$ cat config.mk
export PLATFORM = sky130hd
export DESIGN_NAME = security_event_monitor_core
export DESIGN_NICKNAME = d
export VERILOG_FILES = /design/src/hw/rtl/sem_pkg.sv /design/src/hw/rtl/sem_cfg_regs.sv /design/src/hw/rtl/sem_monitor_state.sv /design/src/hw/rtl/security_event_monitor_core.sv
export VERILOG_INCLUDE_DIRS = /design/src /design/src/hw/rtl
export SDC_FILE = /design/constraint.sdc
export NUM_CORES = 1
export LEC_CHECK = 0
export BUFFER_PORTS_ARGS = -buffer_cell sky130_fd_sc_hd__buf_2
export CELL_PAD_IN_SITES_DETAIL_PLACEMENT = 1
export CELL_PAD_IN_SITES_GLOBAL_PLACEMENT = 1
export CORE_MARGIN = 2
export CORE_UTILIZATION = 42
export DETAILED_ROUTE_END_ITERATION = 12
export GPL_TIMING_DRIVEN = 0
export PLACE_DENSITY_LB_ADDON = 0.1
export SLEW_MARGIN = 10
export SYNTH_ARGS = -nofsm -noshare
export SYNTH_HDL_FRONTEND = slang
export SYNTH_SLANG_ARGS = --single-unit
export TNS_END_PERCENT = 5
$ cat constraint.sdc
create_clock -name clk -period 5.9 [get_ports clk]
set_input_delay 0.295 -clock clk [delete_from_list [all_inputs] [get_ports clk]]
set_output_delay 0.295 -clock clk [all_outputs]
set_load 0.1 [all_outputs]
$ cat src/hw/rtl/security_event_monitor_core_assert.svh
// Assertion macros used by the security event monitor RTL.
`ifndef SECURITY_EVENT_MONITOR_CORE_ASSERT_SVH
`define SECURITY_EVENT_MONITOR_CORE_ASSERT_SVH

// Check that a condition implies another in the same cycle.
`define SEM_ASSERT_SAME(name, ante, cons) \
  name: assert property (@(posedge clk) disable iff (rst) (ante) |-> (cons)) \
    else $error("same-cycle check failed");

// Check that a condition implies another in the next cycle.
`define SEM_ASSERT_NEXT(name, ante, cons) \
  name: assert property (@(posedge clk) disable iff (rst) (ante) |=> (cons)) \
    else $error("next-cycle check failed");

`endif

$ cat src/hw/rtl/sem_pkg.sv
`timescale 1ns / 1ps

package sem_pkg;

  // Event codes
  localparam logic [1:0] OP_TAMPER   = 2'd0;
  localparam logic [1:0] OP_BUTTON   = 2'd1;
  localparam logic [1:0] OP_VIBRATE  = 2'd2;
  localparam logic [1:0] OP_CHECKSUM = 2'd3;

  // Security levels
  localparam logic [1:0] LEVEL_NORMAL     = 2'd0;
  localparam logic [1:0] LEVEL_SUSPICIOUS = 2'd1;
  localparam logic [1:0] LEVEL_DEGRADED   = 2'd2;
  localparam logic [1:0] LEVEL_ALERT      = 2'd3;

  // Register indexes
  localparam logic [2:0] REG_DETECT_SCORE      = 3'd0;
  localparam logic [2:0] REG_TAMPER_STEP       = 3'd1;
  localparam logic [2:0] REG_RAW_TAMPER_LEVEL  = 3'd2;
  localparam logic [2:0] REG_DEBOUNCE_TIME     = 3'd3;
  localparam logic [2:0] REG_VIBRATION_LIMIT   = 3'd4;
  localparam logic [2:0] REG_EXPECTED_CHECKSUM = 3'd5;

  // Register reset values
  localparam logic [6:0]  RST_DETECT_SCORE      = 7'd80;
  localparam logic [6:0]  RST_TAMPER_STEP       = 7'd5;
  localparam logic [7:0]  RST_RAW_TAMPER_LEVEL  = 8'd245;
  localparam logic [15:0] RST_DEBOUNCE_TIME     = 16'd200;
  localparam logic [30:0] RST_VIBRATION_LIMIT   = 31'd6400;
  localparam logic [31:0] RST_EXPECTED_CHECKSUM = 32'h2144_DF1C;

  localparam logic [6:0] SCORE_MAX = 7'd100;

  typedef struct packed {
    logic [6:0]  detect_score;
    logic [6:0]  tamper_step;
    logic [7:0]  raw_tamper_level;
    logic [15:0] debounce_time;
    logic [30:0] vibration_limit;
    logic [31:0] expected_checksum;
  } cfg_t;

  typedef struct packed {
    logic [1:0]  op;
    logic [7:0]  tamper_sample;
    logic [31:0] edge_time;
    logic signed [31:0] vibration_level;
    logic [31:0] packet_checksum;
  } item_t;

  typedef struct packed {
    logic [1:0]  security_level;
    logic        tamper_flag;
    logic [6:0]  score;
    logic        latch_set;
    logic        vibration_flag;
    logic        integrity_flag;
    logic [31:0] failure_total;
    logic        edge_accepted;
  } res_t;

endpackage

$ cat src/hw/rtl/sem_cfg_regs.sv
`timescale 1ns / 1ps

module sem_cfg_regs
  import sem_pkg::*;
(
  input  logic        clk,
  input  logic        rst,
  input  logic        cfg_write,
  input  logic [2:0]  cfg_index,
  input  logic [31:0] cfg_data,
  output cfg_t        cfg
);

  // Decode writes, mask each value to its register width
  always_ff @(posedge clk) begin
    if (rst) begin
      cfg.detect_score      <= RST_DETECT_SCORE;
      cfg.tamper_step       <= RST_TAMPER_STEP;
      cfg.raw_tamper_level  <= RST_RAW_TAMPER_LEVEL;
      cfg.debounce_time     <= RST_DEBOUNCE_TIME;
      cfg.vibration_limit   <= RST_VIBRATION_LIMIT;
      cfg.expected_checksum <= RST_EXPECTED_CHECKSUM;
    end else if (cfg_write) begin
      case (cfg_index)
        REG_DETECT_SCORE:      cfg.detect_score      <= cfg_data[6:0];
        REG_TAMPER_STEP:       cfg.tamper_step       <= cfg_data[6:0];
        REG_RAW_TAMPER_LEVEL:  cfg.raw_tamper_level  <= cfg_data[7:0];
        REG_DEBOUNCE_TIME:     cfg.debounce_time     <= cfg_data[15:0];
        REG_VIBRATION_LIMIT:   cfg.vibration_limit   <= cfg_data[30:0];
        REG_EXPECTED_CHECKSUM: cfg.expected_checksum <= cfg_data;
        default: ;
      endcase
    end
  end

endmodule

$ cat src/hw/rtl/sem_monitor_state.sv
`timescale 1ns / 1ps

module sem_monitor_state
  import sem_pkg::*;
#(
  parameter int COUNT_WIDTH = 32
) (
  input  logic  clk,
  input  logic  rst,
  input  logic  advance,
  input  item_t item,
  input  cfg_t  cfg,
  output res_t  res_next
);

  `include "security_event_monitor_core_assert.svh"

  logic                   latch;
  logic [6:0]             score;
  logic                   detected;
  logic                   vibration;
  logic                   fault;
  logic [COUNT_WIDTH-1:0] failures;
  logic [31:0]            last_edge;

  logic                   latch_next;
  logic [6:0]             score_next;
  logic                   detected_next;
  logic                   vibration_next;
  logic                   fault_next;
  logic [COUNT_WIDTH-1:0] failures_next;
  logic [31:0]            last_edge_next;
  logic                   accepted;

  logic [7:0]         score_sum;
  logic [6:0]         score_tmp;
  logic [31:0]        edge_delta;
  logic signed [32:0] vib_wide;
  logic signed [32:0] lim_pos;
  logic signed [32:0] lim_neg;
  logic               mismatch;
  logic [1:0]         level;

  // Arithmetic for the event paths
  assign score_sum  = {1'b0, score} + {1'b0, cfg.tamper_step};
  assign edge_delta = item.edge_time - last_edge;
  assign vib_wide   = {item.vibration_level[31], item.vibration_level};
  assign lim_pos    = {2'b00, cfg.vibration_limit};
  assign lim_neg    = -lim_pos;
  assign mismatch   = item.packet_checksum != cfg.expected_checksum;

  // Work out the state after the current event
  always_comb begin
    latch_next     = latch;
    score_next     = score;
    detected_next  = detected;
    vibration_next = vibration;
    fault_next     = fault;
    failures_next  = failures;
    last_edge_next = last_edge;
    accepted       = 1'b0;
    score_tmp      = score;
    case (item.op)
      OP_TAMPER: begin
        if (item.tamper_sample > cfg.raw_tamper_level) begin
          score_tmp = (score_sum > {1'b0, SCORE_MAX}) ? SCORE_MAX : score_sum[6:0];
        end else if (score != 7'd0 && !latch) begin
          score_tmp = score - 7'd1;
        end
        if (latch) begin
          score_tmp = SCORE_MAX;
        end
        score_next    = score_tmp;
        detected_next = latch || (score_tmp >= cfg.detect_score);
      end
      OP_BUTTON: begin
        if (edge_delta >= {16'd0, cfg.debounce_time}) begin
          accepted       = 1'b1;
          last_edge_next = item.edge_time;
          latch_next     = !latch;
          score_next     = latch ? 7'd0 : SCORE_MAX;
          detected_next  = !latch;
        end
      end
      OP_VIBRATE: begin
        vibration_next = (vib_wide > lim_pos) || (vib_wide < lim_neg);
      end
      OP_CHECKSUM: begin
        fault_next = mismatch;
        if (mismatch && failures != '1) begin
          failures_next = failures + 1'b1;
        end
      end
      default: ;
    endcase
  end

  // Rank the level: alert, degraded, suspicious, normal
  always_comb begin
    if (latch_next || detected_next) begin
      level = LEVEL_ALERT;
    end else if (fault_next) begin
      level = LEVEL_DEGRADED;
    end else if (vibration_next) begin
      level = LEVEL_SUSPICIOUS;
    end else begin
      level = LEVEL_NORMAL;
    end
  end

  // Snapshot for the result register
  always_comb begin
    res_next.security_level = level;
    res_next.tamper_flag    = detected_next;
    res_next.score          = score_next;
    res_next.latch_set      = latch_next;
    res_next.vibration_flag = vibration_next;
    res_next.integrity_flag = fault_next;
    res_next.failure_total  = 32'(failures_next);
    res_next.edge_accepted  = accepted;
  end

  // Commit state when the request moves to the result register
  always_ff @(posedge clk) begin
    if (rst) begin
      latch     <= 1'b0;
      score     <= 7'd0;
      detected  <= 1'b0;
      vibration <= 1'b0;
      fault     <= 1'b0;
      failures  <= '0;
      last_edge <= 32'd0;
    end else if (advance) begin
      latch     <= latch_next;
      score     <= score_next;
      detected  <= detected_next;
      vibration <= vibration_next;
      fault     <= fault_next;
      failures  <= failures_next;
      last_edge <= last_edge_next;
    end
  end

  `SEM_ASSERT_SAME(a_score_range, 1'b1, score <= SCORE_MAX)
  `SEM_ASSERT_SAME(a_latch_forces_alert, latch, detected && score == SCORE_MAX)
  `SEM_ASSERT_NEXT(a_edge_toggles_latch, advance && accepted, latch != $past(latch))

endmodule

$ cat src/hw/rtl/security_event_monitor_core.sv
`timescale 1ns / 1ps

// Security event monitor core.
// Input channel (in_valid/in_stall): one event request per accepted cycle, selected
// by op: tamper sample, button edge, vibration value or packet checksum.
// Output channel (out_valid/out_stall): one result per event, a snapshot of the
// monitor state after that event, in event order.
// Config port: cfg_write with cfg_index/cfg_data writes one register per cycle;
// write only while no request is in flight. Unknown indexes are ignored.
// Path: an accepted request waits in the input register while the update logic runs,
// then loads the result register once that register is free or being drained.
// Throughput: one request per cycle while in_stall is low; the state update is a
// single pass of compares, subtracts and saturating adds between the input and
// result registers.
// Reset (rst, synchronous): clears state, flags, counters and both pipeline valids
// and restores register defaults.
// Stall: a held result keeps out_valid and its fields; the input register still
// takes a request while the result register is free or being drained, and in_stall
// rises only when both stages are full and out_stall is high.
module security_event_monitor_core
  import sem_pkg::*;
#(
  parameter int COUNT_WIDTH = 32
) (
  input  logic        clk,
  input  logic        rst,
  input  logic        cfg_write,
  input  logic [2:0]  cfg_index,
  input  logic [31:0] cfg_data,
  input  logic        in_valid,
  output logic        in_stall,
  input  logic [1:0]  op,
  input  logic [7:0]  tamper_sample,
  input  logic [31:0] edge_time,
  input  logic signed [31:0] vibration_level,
  input  logic [31:0] packet_checksum,
  output logic        out_valid,
  input  logic        out_stall,
  output logic [1:0]  security_level,
  output logic        tamper_flag,
  output logic [6:0]  score,
  output logic        latch_set,
  output logic        vibration_flag,
  output logic        integrity_flag,
  output logic [31:0] failure_total,
  output logic        edge_accepted
);

  cfg_t  cfg;
  item_t item;
  res_t  res_next;
  res_t  res;
  logic  item_valid;
  logic  advance;
  logic  in_take;

  sem_cfg_regs u_cfg (
    .clk       (clk),
    .rst       (rst),
    .cfg_write (cfg_write),
    .cfg_index (cfg_index),
    .cfg_data  (cfg_data),
    .cfg       (cfg)
  );

  sem_monitor_state #(
    .COUNT_WIDTH (COUNT_WIDTH)
  ) u_state (
    .clk      (clk),
    .rst      (rst),
    .advance  (advance),
    .item     (item),
    .cfg      (cfg),
    .res_next (res_next)
  );

  // Move the held request on when the result register is free or draining
  assign advance  = item_valid && (!out_valid || !out_stall);
  assign in_stall = item_valid && out_valid && out_stall;
  assign in_take  = in_valid && !in_stall;

  // Input register
  always_ff @(posedge clk) begin
    if (rst) begin
      item_valid <= 1'b0;
    end else if (in_take) begin
      item_valid <= 1'b1;
    end else if (advance) begin
      item_valid <= 1'b0;
    end
  end

  always_ff @(posedge clk) begin
    if (in_take) begin
      item.op              <= op;
      item.tamper_sample   <= tamper_sample;
      item.edge_time       <= edge_time;
      item.vibration_level <= vibration_level;
      item.packet_checksum <= packet_checksum;
    end
  end

  // Result register: hold while stalled
  always_ff @(posedge clk) begin
    if (rst) begin
      out_valid <= 1'b0;
    end else if (advance) begin
      out_valid <= 1'b1;
    end else if (!out_stall) begin
      out_valid <= 1'b0;
    end
  end

  always_ff @(posedge clk) begin
    if (advance) begin
      res <= res_next;
    end
  end

  assign security_level = res.security_level;
  assign tamper_flag    = res.tamper_flag;
  assign score          = res.score;
  assign latch_set      = res.latch_set;
  assign vibration_flag = res.vibration_flag;
  assign integrity_flag = res.integrity_flag;
  assign failure_total  = res.failure_total;
  assign edge_accepted  = res.edge_accepted;

endmodule
==> metrics.md <==
| Metric | Value |
|---|---|
| Status | completed |
| Min Hold Slack | 0.0501 ns |
| Max-cap violations | 0 |
| Grt ovf | 0 |
| WL/cell | 19.6 um |
| Critical path peak fanout | 5 |
| Share of layout cells above drive strength 1 | 12.3% |
| Number of global-route vias before repair | 16.1k |
| Critical path cell sequence | ha_1 > fa_1 > a21o_1 > a21oi_1 > or4b_2 > o2111ai_1 > a41oi_1 > a21o_1 > nand2_1 > nor2_1 > o21ai_0 > ha_1 > nand2b_1 > a21o_1 > a21o_1 > a21oi_1 > nor2b_1 > o21ai_0 > nand2b_1 > a211oi_1 > o22ai_1 > o2bb2ai_1 |
| Share of flip-flops with an asynchronous set or reset | 0% |
| Yosys warning count | 0 |
| Synth Flop Type | dfxtp_1 |
| Finish-stage setup viols | 0 |
| Leak | 0.00866 uW |
| Slew headroom | 31.6% |
| Starting Density | 42.7% |
| Critical path capture point type | register |
| CTS buffer count | 39 |
| Yosys cell types | 71 |
| Vias | 15.3k |
| CTS sink cnt | 330 |
| Clk root buf | clkbuf_16 |
| Minimum clock period | 5.35 ns |
| Placed Area | 19600 um2 |
| Post-synthesis adder-cell area fraction | 9.71% |
| EDFF count, synth | 152 |
| Worst-path clk slew | 0.06 ns |
| Clk_skew | 0.0222 ns |
| Largest net degree at the start of global routing | 56 |
| Area grow syn2layout | 23.9% |
| RSZ-0062 raised after global routing | no |
| Max stage delay cell, worst path | or4b_2 |
| Cell taking the most area after synthesis | edfxtp_1 |
| Top cells by area, synth | edfxtp_1 25%, dfxtp_1 20%, ha_1 9.5%, nand2_1 5.4%, a21oi_1 3.9% |
| Arrival time of the worst setup path | 5.63 ns |
| Initial DRT Pass Iterations | 5 |
| Gpl congestion | 0.880 |
| Num rows | 75 |
| Post-Syn Area per Cell | 9.37 um2 |
| Routed Wire Length | 55.7 mm |
| CP max stage delay | 0.65 ns |
| Max Freq | 0.187 GHz |
| Final instance area | 22200 um2 |
| Post-CTS setup buffers | 0 |
| Share of the synthesized area in the top cell type | 25.5% |
| Post-Syn Instances | 1913 |
| Initial antenna violation count | 6 |
| Simple-gate share of the synthesized area | 19.7% |
| Fill count | 4857 |
| Worst slew pin tran | 1.02 ns |
| Die Ht | 211 um |
| DRT iter0 DRCs | 871 |
| Remaining DRCs | 0 |
| Post-synthesis mux area share | 2.36% |
| Total core area | 42000 um2 |
| Fin crit share | 90.6% |
| Final Hold Vio Count | 0 |
| Hold Path Class | primary input to register |
| Crit path max-delay family | compound AO/OA/AOI/OAI gates |
| Max clock buf depth | 3 |
| HPWL Detailed | 40.8 mm |
| Port Buf Inserts | 192 |
| Slew Viols, Final | 0 |
| Final ANT Viol Nets | 0 |
| Crit Path Class | register to register |
| Synth Cell Area | 17900 um2 |
| First-pass GRT wire length | 87.7 mm |
| Main combinational cell family by area after synthesis | simple AND/OR/NAND/NOR gates |
| Sequential area share after synthesis | 45.3% |
| Total Neg Setup Slack | 0 ns |
| Power density over cell area | 269 nW/um2 |
| Fin nets | 2557 |
| VDD IR max | 0.217 mV |
| Post-synthesis compound-gate area fraction | 11.7% |
| Most frequent CP cell | a21o_1 |
| TritonCTS clock tree | built |
| Required @ worst endpoint | 6.18 ns |
| Worst-Skew Late Latency | 0.57 ns |
| Multi-input logic area | 9040 um2 |
| DR vias/cell | 5.38 |
| Register area | 8130 um2 |
| Post-synthesis xor/xnor area fraction | 6.94% |
| H-tree depth | 2 |
| Total GRT Usage | 25.2% |
| CP startpoint kind | register |
| Final core utilization | 52.9% |
| Worst path buffer plus inverter count | 0 |
| IO Pins | 194 |
| Flops & latches, synth | 330 |
| Syn nets | 2197 |
| Die width | 211 um |
| DIE AREA | 44400 um2 |
-- layer usage --
metal  part of all wire [%]  GRT usage [%]  wire length, um  vias up
li1                       -              -                -     7450
met3                    4.4           3.30             2470       68
met2                     47           42.3            26400      307
met5                  0.023              0               13        -
met4                    1.9           6.95             1060        2
met1                     46           34.3            25800     7488
-- state kept, by name (all words and copies together), names as in the netlist, 2 cells and up --
| name | cells |
|---|---|
| u_state.score | 7 |
| u_state.failures | 32 |
| u_state.last_edge | 32 |
| item | 106 |
| security_level | 2 |
| u_cfg.cfg | 101 |
| failure_total | 32 |
| score | 7 |
-- power by group --
group          switching, uW  internal, uW
registers               55.3          2490
logic                    565           332
clock network           1030          1510
-- synth_stat cells, types with 5 or more instances --
master,count
a211o_1,18
a211oi_1,11
a21o_1,24
a21oi_1,139
and2_1,8
and3_1,16
buf_1,5
clkbuf_1,73
dfxtp_1,178
edfxtp_1,152
ha_1,136
inv_1,121
mux2i_1,40
nand2_1,260
nand2b_1,73
nand3_1,35
nand3b_1,22
nand4_1,47
nor2_1,144
nor2b_1,14
nor3_1,43
nor4_1,28
o2111ai_1,5
o211ai_1,11
o21a_1,9
o21ai_0,43
o21bai_1,7
o22ai_1,9
or2_2,8
or3_1,13
or4_1,5
xnor2_1,79
xor2_1,63
-- layout make-up --
cell class	instances	area share (%)
buffer	82	1.42
tap	539	3.03
multi-input combinational	1380	40.7
clock buffer	49	4.79
antenna	4	0.0450
sequential	330	36.6
inverter	121	2.04
timing repair buffer	319	10.2
clock inverter	23	1.21
-- metrics by stage --
stage | std cells | worst slack (ns) | power (uW)
after floorplan | 1913 | 1.21 | 3140
after global placement | 2644 | 0.615 | 3390
after detailed placement | 2647 | 0.612 | 3410
after CTS | 2843 | 0.586 | 6030
after global routing | 2845 | 0.142 | 6210
final | 2847 | 0.553 | 5980
-- path summary, 6_finish.rpt --
path                          from             to  slack, ns  cells after the start
hold / removal        cfg_data[13]  u_cfg.cfg[76]       0.05                      3
hold reg to reg      u_cfg.cfg[67]  u_cfg.cfg[67]       0.45                      2
setup / recovery  u_state.score[0]    tamper_flag       0.55                     22
setup reg to reg  u_state.score[0]    tamper_flag       0.55                     22
-- logic make-up (layout without fill, tap and decap cells) --
| family | count (synthesis) | in the layout |
|---|---|---|
| muxes | 42 | 42 |
| adders and majority gates | 138 | 138 |
| and+or+nand+nor | 729 | 729 |
| AOI/OAI and AO/OA | 329 | 329 |
| DFF | 330 | 330 |
| buffers and inverters | 203 | 594 |
| xor gates and xnor gates | 142 | 142 |
| other | 0 | 4 |
-- worst register-to-register path: stages, from the launching register on --
cell       delay (ns)
dfxtp_1          0.45
ha_1             0.24
fa_1             0.22
a21o_1           0.13
a21oi_1          0.11
or4b_2           0.65
o2111ai_1        0.17
a41oi_1          0.17
a21o_1           0.22
nand2_1          0.13
nor2_1           0.06
o21ai_0          0.45
ha_1             0.33
nand2b_1         0.14
a21o_1           0.17
a21o_1           0.17
a21oi_1          0.15
nor2b_1          0.06
o21ai_0          0.17
nand2b_1         0.08
a211oi_1         0.48
o22ai_1          0.18
o2bb2ai_1        0.16
-- placed cells by master, fill, tap and decap left out, types with 7 or more instances in the layout --
cell type      count
dfxtp_1          178
dlygate4sd3_1    124
o21bai_1           7
nor3_1            43
inv_1            121
nor4_1            28
or3_1             13
clkbuf_16         40
nor2_1           144
xor2_1            63
a211oi_1          11
nand3_1           35
a211o_1           18
xnor2_1           79
or2_2              8
and2_1             8
buf_2            196
nand4_1           47
clkinv_2          10
nor2b_1           13
o22ai_1            9
o211ai_1          11
mux2i_1           40
ha_1             136
nand3b_1          22
and3_1            16
nand2_1          260
nand2b_1          73
clkbuf_1          78
o21a_1             9
a21o_1            24
o21ai_0           43
a21oi_1          139
edfxtp_1         152
-- timing repair --
item,in CTS,in global routing
resized for setup,0,0
hold buffers,124,0
hold endpoints to repair,134,0
(Power assumes the default switching activity.)
